$ cat src/design/jsu_pkg.sv
// Package for the JSON string unescaper: word types, result kinds and sizing constants.
// Has no dependencies; every design file imports it.
package jsu_pkg;

    // Largest output buffer, terminator included.
    localparam int MAX_CAPACITY = 4096;

    // Widths of the capacity register and of the decoded byte count.
    localparam int CAP_W = 13;
    localparam int LEN_W = 12;

    // Capacity register value after reset.
    localparam logic [CAP_W-1:0] CAP_RESET = 13'd256;

    // Result kinds.
    localparam logic [2:0] K_DATA   = 3'd0;
    localparam logic [2:0] K_OK     = 3'd1;
    localparam logic [2:0] K_UNTERM = 3'd2;
    localparam logic [2:0] K_TRAIL  = 3'd3;
    localparam logic [2:0] K_SHORT  = 3'd4;
    localparam logic [2:0] K_LONG   = 3'd5;

    // Input word: one byte of the string body.
    typedef struct packed {
        logic [7:0] in_byte;
        logic       first;
    } in_item_t;

    // Output word: one decoded byte or an end-of-string report.
    typedef struct packed {
        logic [7:0]       out_byte;
        logic [2:0]       kind;
        logic [LEN_W-1:0] out_length;
    } out_item_t;

endpackage

$ cat src/design/json_string_unescaper_top.sv
// JSON string unescaper, top level; depends on jsu_pkg and jsu_decode.
// Usage: feed the string body one byte per word, the first byte marked first; each word yields
// at most one output word, either a decoded byte (kind 0) with the running length, or an
// end-of-string report (kind 1 success, 2..5 errors). Bytes after the end are dropped until one
// marked first arrives. The block takes one byte every clock cycle while its result register is free or
// being emptied; each byte passes an input register, one pass of decode logic and a result
// register before its result is presented on the output. Write out_capacity only while no bytes
// are in flight.
module json_string_unescaper_top
    import jsu_pkg::*;
(
    input  logic             clk,
    input  logic             rst_n,
    input  logic             in_valid,
    output logic             in_ready,
    input  in_item_t         in_item,
    output logic             out_valid,
    input  logic             out_ready,
    output out_item_t        out_item,
    input  logic             cfg_we,
    input  logic [CAP_W-1:0] cfg_data
);

    logic             in_valid_reg;
    in_item_t         in_item_reg;
    logic             out_valid_reg;
    out_item_t        out_item_reg;
    logic [CAP_W-1:0] cap_reg;
    logic             advance;
    logic             step;
    logic             res_valid;
    out_item_t        res;

    // The pipeline moves whenever the result register is free or being emptied.
    assign advance   = !out_valid_reg || out_ready;
    assign step      = in_valid_reg && advance;
    assign in_ready  = !in_valid_reg || advance;
    assign out_valid = out_valid_reg;
    assign out_item  = out_item_reg;

    // Capacity register.
    always_ff @(posedge clk or negedge rst_n)
    begin
        if (!rst_n)
        begin
            cap_reg <= CAP_RESET;
        end
        else if (cfg_we)
        begin
            cap_reg <= cfg_data;
        end
    end

    // Input register.
    always_ff @(posedge clk or negedge rst_n)
    begin
        if (!rst_n)
        begin
            in_valid_reg <= 1'b0;
        end
        else if (in_ready)
        begin
            in_valid_reg <= in_valid;
        end
    end

    always_ff @(posedge clk)
    begin
        if (in_valid && in_ready)
        begin
            in_item_reg <= in_item;
        end
    end

    jsu_decode u_decode (
        .clk          (clk),
        .rst_n        (rst_n),
        .step         (step),
        .item         (in_item_reg),
        .out_capacity (cap_reg),
        .res_valid    (res_valid),
        .res          (res)
    );

    // Result register.
    always_ff @(posedge clk or negedge rst_n)
    begin
        if (!rst_n)
        begin
            out_valid_reg <= 1'b0;
        end
        else if (advance)
        begin
            out_valid_reg <= step && res_valid;
        end
    end

    always_ff @(posedge clk)
    begin
        if (step && res_valid)
        begin
            out_item_reg <= res;
        end
    end

endmodule

$ cat src/design/jsu_decode.sv
// Decoder state and the single-pass decode of one input word into at most one result.
// Depends on jsu_pkg.
module jsu_decode
    import jsu_pkg::*;
(
    input  logic             clk,
    input  logic             rst_n,
    input  logic             step,
    input  in_item_t         item,
    input  logic [CAP_W-1:0] out_capacity,
    output logic             res_valid,
    output out_item_t        res
);

    // Decoder modes.
    localparam logic [2:0] MODE_IDLE  = 3'd0;
    localparam logic [2:0] MODE_PLAIN = 3'd1;
    localparam logic [2:0] MODE_ESC   = 3'd2;
    localparam logic [2:0] MODE_HEX1  = 3'd3;
    localparam logic [2:0] MODE_HEX4  = 3'd6;

    // Capacity limited to what the count can represent.
    localparam logic [CAP_W-1:0] CAP_LIMIT = CAP_W'(MAX_CAPACITY > 4096 ? 4096 : MAX_CAPACITY);

    localparam logic [7:0] CH_QUOTE = 8'h22;
    localparam logic [7:0] CH_BSL   = 8'h5C;

    logic [2:0]       mode_reg, mode_next;
    logic [7:0]       hex_reg, hex_next;
    logic             stop_reg, stop_next;
    logic [LEN_W-1:0] count_reg, count_next;

    logic [2:0]       mode_eff;
    logic [7:0]       hex_eff;
    logic             stop_eff;
    logic [LEN_W-1:0] count_eff;
    logic [CAP_W-1:0] cap_eff;
    logic [7:0]       c;
    logic             emit_req;
    logic [7:0]       emit_byte;
    logic             fin_req;
    logic [2:0]       fin_kind;
    logic             digit_ok;
    logic [3:0]       digit;
    logic [7:0]       hex_upd;

    assign c       = item.in_byte;
    assign cap_eff = (out_capacity > CAP_LIMIT) ? CAP_LIMIT : out_capacity;

    // A word marked first restarts the decoder before it is decoded.
    assign mode_eff  = item.first ? MODE_PLAIN : mode_reg;
    assign hex_eff   = item.first ? 8'd0 : hex_reg;
    assign stop_eff  = item.first ? 1'b0 : stop_reg;
    assign count_eff = item.first ? '0 : count_reg;

    // Hex digit value of the current byte.
    always_comb
    begin
        digit_ok = 1'b1;
        digit    = 4'd0;
        if (c inside {[8'h30:8'h39]})
        begin
            digit = c[3:0];
        end
        else if (c inside {[8'h61:8'h66], [8'h41:8'h46]})
        begin
            digit = c[3:0] + 4'd9;
        end
        else
        begin
            digit_ok = 1'b0;
        end
    end

    assign hex_upd = (!stop_eff && digit_ok) ? {hex_eff[3:0], digit} : hex_eff;

    // Mode handling: decide whether this byte emits, ends the string, or just moves on.
    always_comb
    begin
        mode_next  = mode_eff;
        hex_next   = hex_eff;
        stop_next  = stop_eff;
        count_next = count_eff;
        emit_req   = 1'b0;
        emit_byte  = c;
        fin_req    = 1'b0;
        fin_kind   = K_OK;

        if (mode_eff == MODE_PLAIN)
        begin
            if (c == 8'd0)
            begin
                fin_req  = 1'b1;
                fin_kind = K_UNTERM;
            end
            else if (c == CH_QUOTE)
            begin
                fin_req  = 1'b1;
                fin_kind = K_OK;
            end
            else if (c == CH_BSL)
            begin
                mode_next = MODE_ESC;
            end
            else
            begin
                emit_req = 1'b1;
            end
        end
        else if (mode_eff == MODE_ESC)
        begin
            case (c)
                8'h00:
                begin
                    fin_req  = 1'b1;
                    fin_kind = K_TRAIL;
                end
                8'h6E:
                begin
                    emit_req  = 1'b1;
                    emit_byte = 8'h0A;
                end
                8'h72:
                begin
                    emit_req  = 1'b1;
                    emit_byte = 8'h0D;
                end
                8'h74:
                begin
                    emit_req  = 1'b1;
                    emit_byte = 8'h09;
                end
                8'h75:
                begin
                    hex_next  = 8'd0;
                    stop_next = 1'b0;
                    mode_next = MODE_HEX1;
                end
                default:
                begin
                    emit_req = 1'b1;
                end
            endcase
        end
        else if (mode_eff >= MODE_HEX1 && mode_eff <= MODE_HEX4)
        begin
            if (c == 8'd0)
            begin
                fin_req  = 1'b1;
                fin_kind = K_SHORT;
            end
            else
            begin
                hex_next = hex_upd;
                if (stop_eff || !digit_ok)
                begin
                    stop_next = 1'b1;
                end
                if (mode_eff == MODE_HEX4)
                begin
                    emit_req  = 1'b1;
                    emit_byte = hex_upd;
                end
                else
                begin
                    mode_next = mode_eff + 3'd1;
                end
            end
        end

        // A decoded byte either fits the buffer or ends the string as too long.
        if (emit_req)
        begin
            if ({1'b0, count_eff} + CAP_W'(1) >= cap_eff)
            begin
                fin_req  = 1'b1;
                fin_kind = K_LONG;
            end
            else
            begin
                count_next = count_eff + LEN_W'(1);
                mode_next  = MODE_PLAIN;
            end
        end

        if (fin_req)
        begin
            mode_next = MODE_IDLE;
        end
    end

    // Result word.
    always_comb
    begin
        res_valid      = fin_req || emit_req;
        res.out_byte   = fin_req ? 8'd0 : emit_byte;
        res.kind       = fin_req ? fin_kind : K_DATA;
        res.out_length = fin_req ? count_eff : count_next;
    end

    // Decoder state, advanced once per decoded word.
    always_ff @(posedge clk or negedge rst_n)
    begin
        if (!rst_n)
        begin
            mode_reg  <= MODE_IDLE;
            hex_reg   <= 8'd0;
            stop_reg  <= 1'b0;
            count_reg <= '0;
        end
        else if (step)
        begin
            mode_reg  <= mode_next;
            hex_reg   <= hex_next;
            stop_reg  <= stop_next;
            count_reg <= count_next;
        end
    end

    // A data result always advances the count by one.
    a_count_step: assert property (@(posedge clk) disable iff (!rst_n)
        step && res_valid && res.kind == K_DATA |=> count_reg == $past(count_eff) + LEN_W'(1))
        else $error("decoded count did not advance with a data word");

    // Any end-of-string result leaves the decoder discarding.
    a_end_idle: assert property (@(posedge clk) disable iff (!rst_n)
        step && res_valid && res.kind != K_DATA |=> mode_reg == MODE_IDLE)
        else $error("decoder not discarding after end of string");

    // End reports carry no byte.
    a_end_zero: assert property (@(posedge clk) disable iff (!rst_n)
        res_valid && res.kind != K_DATA |-> res.out_byte == 8'd0)
        else $error("end-of-string word carries a byte");

    // While discarding, an unmarked byte produces nothing.
    a_discard: assert property (@(posedge clk) disable iff (!rst_n)
        mode_reg == MODE_IDLE && !item.first |-> !res_valid)
        else $error("result produced while discarding");

endmodule

$ cat config.mk
export PLATFORM = sky130hd
export DESIGN_NAME = json_string_unescaper_top
export DESIGN_NICKNAME = d
export VERILOG_FILES = /design/src/design/jsu_pkg.sv /design/src/design/json_string_unescaper_top.sv /design/src/design/jsu_decode.sv
export SDC_FILE = /design/constraint.sdc
export NUM_CORES = 1
export LEC_CHECK = 0
export ABC_CLOCK_PERIOD_IN_PS = 4850
export BUFFER_PORTS_ARGS = -buffer_cell sky130_fd_sc_hd__buf_2
export CAP_MARGIN = 5
export CORE_MARGIN = 4
export CORE_UTILIZATION = 36
export CTS_CLUSTER_SIZE = 20
export DETAILED_ROUTE_END_ITERATION = 10
export PLACE_DENSITY_LB_ADDON = 0.1
export SLEW_MARGIN = 20
export SYNTH_ARGS = -nofsm -noshare
export SYNTH_HDL_FRONTEND = slang
export SYNTH_SLANG_ARGS = --single-unit
$ cat constraint.sdc
create_clock -name clk -period 4.85 [get_ports clk]
set_input_delay 0.97 -clock clk [delete_from_list [all_inputs] [get_ports clk]]
set_output_delay 0.97 -clock clk [all_outputs]
set_load 0.05 [all_outputs]
==> results of run 1 <==
## metal layers
layer,up-vias,share of wire
met5,-,0
met4,0,0.026
met3,24,0.061
met2,112,0.40
met1,1773,0.51
li1,1833,-
## power by group through the flow
stage / clock network [mW] / registers [mW] / logic [mW]
3_5_place_dp: 0 / 0.885 / 0.817
5_1_grt: 0.718 / 0.895 / 0.905
4_1_cts: 0.696 / 0.875 / 0.820
3_3_place_gp: 0 / 0.885 / 0.810
6_report: 0.676 / 0.877 / 0.816
2_1_floorplan: 0 / 1.05 / 0.422
## stage by stage
stage	worst slack, ns	area (um2)	hold WS, ns
detailed placement	0.479	4920	0.487
finish	0.490	5220	0.499
global route	0.0520	5220	0.521
global placement	0.698	4920	0.479
floorplan	0.533	4480	0.450
CTS	0.438	5220	0.504
## critical path, delay by kind of cell, from the launching register on
family,cells,cell delay [ns]
flip-flops,1,0.43
AO/OA/AOI/OAI,5,1.32
adder cells (fa/ha/maj),2,0.52
AND/OR/NAND/NOR,7,1.61
buffers and inverters,1,0.20
## kinds of logic (layout without fill, tap and decap cells)
group / Yosys count / after routing / synth area share
AND/OR/NAND/NOR: 193 / 193 / 0.220
flip-flops: 71 / 71 / 0.432
AO/OA/AOI/OAI: 110 / 110 / 0.174
XOR/XNOR: 16 / 16 / 0.0313
buffers and inverters: 37 / 91 / 0.0346
multiplexers: 18 / 18 / 0.0441
adder cells (fa/ha/maj): 23 / 23 / 0.0642
## worst min-delay path by stage
stage	start	endpoint	depth (start not counted)
6_report	cap_reg[0]	cap_reg[0]	1
5_1_grt	u_decode.hex_reg[4]	u_decode.hex_reg[4]	1
4_1_cts	u_decode.stop_reg	u_decode.stop_reg	1
3_5_place_dp	u_decode.hex_reg[7]	u_decode.hex_reg[7]	1
3_3_place_gp	u_decode.stop_reg	u_decode.stop_reg	1
2_1_floorplan	u_decode.mode_reg[0]	u_decode.mode_reg[0]	2
## cell type report
class	count	area, um2
clock buffers	12	256
well taps	168	210
clock inverters	4	45.0
fillers	1218	6890
repair buffers	60	323
inverters	15	56.3
flip-flops and latches	71	1940
multi-input cells	360	2390
## cell usage after synthesis, drive strengths merged, types with 3 or more instances
master  count  area, um2
o31ai       5       37.5
or3b        3       28.8
inv        14       52.6
nor2       37        139
and2        5       31.3
mux2i       4       40.0
o21ai      24        120
nor3       17       85.1
nand2b      4       25.0
nand3      14       70.1
a32o        3       30.0
o211ai      5       37.5
nor2b      10       62.6
buf         7       42.5
nand2      59        221
edfxtp     32        961
dfrtp      38        951
nor3b       5       37.5
xnor2       9       78.8
a22o        4       35.0
clkbuf     15       56.3
and3        6       37.5
o21a        5       37.5
or3         4       25.0
or2         4       25.0
mux2       14        158
or4         4       30.0
ha         23        288
nor4        4       25.0
a211o       5       43.8
and4        3       26.3
a211oi      5       37.5
a21o        4       30.0
a21oi      21        116
o311ai      5       43.8
nand4       7       43.8
xor2        7       61.3
## repair_timing
| action | CTS | global route |
|---|---|---|
| gates resized for setup | 0 | 1 |
| hold buffers | 0 | 0 |
| endpoints found under the setup margin | 0 | 3 |
==> out/qor.yml, run 1 <==
status: "complete, no violations"
synth_flop_cell: "dfrtp_1"
layout_common_cells: "nand2_1 (59), buf_2 (51), dfrtp_1 (38), nor2_1 (36), edfxtp_1 (32)"
first_global_vias: 3707
final_core_util: 0.431
rsz0062_at_grt: "no"
cp-endpoint: "out_item[11]"
max_freq_ghz: 0.229
hpwl_mm: 8.47
vias_per_cell: 5.42
drcViolationCount: 0
period_share: 0.899
vias: 3742
synth_edf_count: 32
final_common_cell: "nand2_1"
netlist_instances: 468
p_int_mw: 1.45
ir_drop_mv: 0.185
power_switching_uw: 917
cap_violations: 0
cts_setup_buffers: 0
reg2regPathDepth: 15
skew_ns: 0.00870
antenna_found_initial: 0
grt_most_used_layer: "met1"
power_frac_clock: 0.285
routabilityCongestion: 0.873
met3_usage: 0.0405
initial_utilization: 0.370
tightestPinTransition_ns: 0.945
overflow: 0
startpoint_type: "register"
diodes: 0
h-tree-depth: 3
placed_cells: 674
grt_use_met2: 0.228
slowest_stage: "o311ai_0"
grt_util_met1: 0.261
clkTransAtPathRegs_ns: 0.05
avgRoutedWirePerCell_um: 16.8
synth_seq_area_share: 0.432
r2r-end: "out_item[11]"
numCtsBuffers: 9
leakagePower_nw: 2.16
drt_wl_total_mm: 11.6
cp-startpoint: "in_item_reg[0]"
syn_nets: 518
clock-sinks: 71
slew_violations: 0
yosysWarnings: 0
min_path_type: "register to register"
seqPwrFrac: 0.370
final_cells: 690
fin_crit_ns: 4.36
crit_path_cell_trace: "nor2b_1, ha_1, and3_1, nand3_1, nor2_1, nand4_1, nor3_1, ha_1, a211oi_1, nand2_1, a2111oi_1, a211oi_1, buf_4, o311ai_0, o31ai_1"
dieArea_um2: 14300
powerDensity_nw_per_um2: 454
clkLatencyLatePin_ns: 0.35
swShare: 0.387
grt_first_pass_wirelength_mm: 19.6
clock_path_buffers: 2
ant_nets: 0
cts-root-buf: "clkbuf_16"
critical_path_class: "register to register"
die_y_um: 120
synthArstFlopShare: 0.549
crit_fanout: 10
area_growth_pct: 16.5
timing_hold_violations_final: 0
r2r_start: "in_item_reg[0]"
largest_reg_flops: 23
worst_ep_required_time_ns: 4.92
num_rows: 40
grt_max_degree: 40
tritoncts: "done"
netlist_area_um2: 4480
tns_ns: 0
setup_violations: 0
grt_usage: 0.172
layout-drive-gt1-share: 0.195
netlist-cell-type-count: 69
io_pins: 52
crit_path_end_kind: "register"
combPwrFrac: 0.344
reg2reg_slack_ns: 0.49
fin_nets: 567
io_buffers: 51
avgSynthCellArea_um2: 9.58
coreArea_um2: 12100
worstPathArrival_ns: 4.43
slew_headroom: 0.370
first_iter_violations: 312
die_w_um: 120
finalPower_mw: 2.37
drt_first_pass_iters: 5
synth-seq-cells: 71
cp_slowest_stage_delay_ns: 0.44
No activity file was read; power rests on OpenSTA's default activity.
==> run 2: changes to the inputs <==
BUFFER_PORTS_ARGS = -buffer_cell sky130_fd_sc_hd__buf_4   (was -buffer_cell sky130_fd_sc_hd__buf_2)
==> run 2 against run 1 <==
Compared with the run above:
- via count rose by 0.35%
- global-route usage down 0.22 points
- combinational power increased by 4.8%
- non-clock buffer count unchanged
- maximum frequency shrank 1.3%
- first-iteration DRC count increased by 0.64%
- worst hold slack got worse by 0.019 ns
==> out/qor.yml, run 2 (same netlist as run 1, synthesis figures left out) <==
status: "complete, no violations"
ir_drop_mv: 0.156
grt_first_pass_wirelength_mm: 19.4
fillers: 1226
overflow: 0
ant_nets: 0
grt_most_used_layer: "met1"
r2r_start: "in_item_reg[0]"
fin_crit_ns: 4.42
io_pins: 52
numCtsBuffers: 9
grt_usage: 0.170
cts_setup_buffers: 0
worstPathArrival_ns: 4.53
crit_path_end_kind: "register"
clock-sinks: 71
dp_slack_ns: 0.369
crit_fanout: 10
grt_util_met1: 0.264
drt_first_pass_iters: 4
fin_hold_ws_ns: 0.481
tightestPinTransition_ns: 0.963
h-tree-depth: 3
setup_violations: 0
skew_ns: 0.00471
worstHoldPathCells: 2
largest_reg_flops: 23
tritoncts: "done"
slew_violations: 0
coreArea_um2: 12100
final_cell_area_um2: 5310
power_switching_uw: 910
routabilityCongestion: 0.878
rsz0062_at_grt: "no"
period_share: 0.910
worst_ep_required_time_ns: 4.96
tns_ns: 0
min_path_type: "register to register"
first_global_vias: 3647
vias_per_cell: 5.45
slew_headroom: 0.356
vias: 3755
placed_cells: 674
swShare: 0.390
ctsHoldBuffers: 0
place_area_um2: 5050
avgRoutedWirePerCell_um: 17.0
seqPwrFrac: 0.379
die_y_um: 120
cts-root-buf: "clkbuf_16"
p_int_mw: 1.42
max_freq_ghz: 0.226
cap_violations: 0
clkTransAtPathRegs_ns: 0.05
min-delay-start: "u_decode.mode_reg[0]"
critical_path_class: "register to register"
antenna_found_initial: 0
final_core_util: 0.438
area_growth_pct: 18.4
drt_wl_total_mm: 11.7
finalPower_mw: 2.33
r2r-end: "out_item[18]"
num_rows: 40
initial_utilization: 0.370
hold_path_end: "u_decode.mode_reg[0]"
cp-startpoint: "in_item_reg[0]"
layout_common_cells: "buf_4 (60), nand2_1 (59), dfrtp_1 (38), nor2_1 (36), edfxtp_1 (32)"
reg2regPathDepth: 15
diodes: 0
clock_path_buffers: 2
setup_slack_ns: 0.434
final_cells: 689
startpoint_type: "register"
layout-drive-gt1-share: 0.192
first_iter_violations: 314
dieArea_um2: 14300
grt_use_met2: 0.235
power_frac_clock: 0.254
drcViolationCount: 0
clkLatencyLatePin_ns: 0.34
fin_nets: 567
powerDensity_nw_per_um2: 439
hpwl_mm: 8.59
leakagePower_nw: 2.18
timing_hold_violations_final: 0
die_w_um: 120
io_buffers: 51
combPwrFrac: 0.367
met3_usage: 0.0283
final_common_cell: "buf_4"
reg2reg_slack_ns: 0.43
grt_max_degree: 40
==> run 2: cell count changes in the layout (fill, tap and decap cells not counted), sizes merged <==
cell | before | now
clkinv | 4 | 3
clkbuf | 12 | 13
bufinv | 1 | 0
==> run 2: per-layer routing <==
metal	routed length [um]	part of all wire
met5	0	0
met4	198	0.017
met3	557	0.047
met2	4840	0.41
met1	6140	0.52
==> run 2: timing repair <==
item,CTS,global route
endpoints found under the hold margin,0,0
setup endpoints to repair,0,13
gates resized for setup,0,2
==> run 2: power groups by stage <==
stage | Clock [mW] | Sequential [mW] | Combinational (mW)
4_1_cts | 0.613 | 0.884 | 0.855
3_3_place_gp | 0 | 0.890 | 0.846
3_5_place_dp | 0 | 0.893 | 0.852
5_1_grt | 0.638 | 0.902 | 0.935
2_1_floorplan | 0 | 1.05 | 0.422
6_report | 0.593 | 0.885 | 0.855
==> run 2: worst max-delay path by stage <==
stage               slack, ns                     end  depth (start not counted)
global placement         0.60             out_item[2]                         15
finish                   0.43            out_item[18]                         15
CTS                      0.37  u_decode.count_reg[10]                         14
detailed placement       0.37  u_decode.count_reg[10]                         14
global route             0.07             out_item[3]                         15
floorplan                0.53            out_item[14]                         18
==> run 2: cell type report <==
cell class,count,area (um2),area share
Clock buffer,13,250,0.0471
Sequential cell,71,1940,0.365
Timing Repair Buffer,60,450,0.0848
Inverter,15,56.3,0.0106
Multi-Input combinational cell,360,2390,0.451
Tap cell,168,210,0.0396
Clock inverter,2,10.0,0.00189
==> run 2: worst max-delay path: stages (launching register included) <==
cell       delay [ns]
edfxtp_1         0.43
nor2b_1          0.18
ha_1             0.24
and3_1           0.26
nand3_1          0.16
nor2_1           0.28
nand4_1          0.30
nor3_1           0.30
ha_1             0.29
a211oi_1         0.24
nand2_1          0.11
a2111oi_1        0.37
a211oi_1         0.14
buf_4            0.20
a21o_1           0.31
a311oi_1         0.37
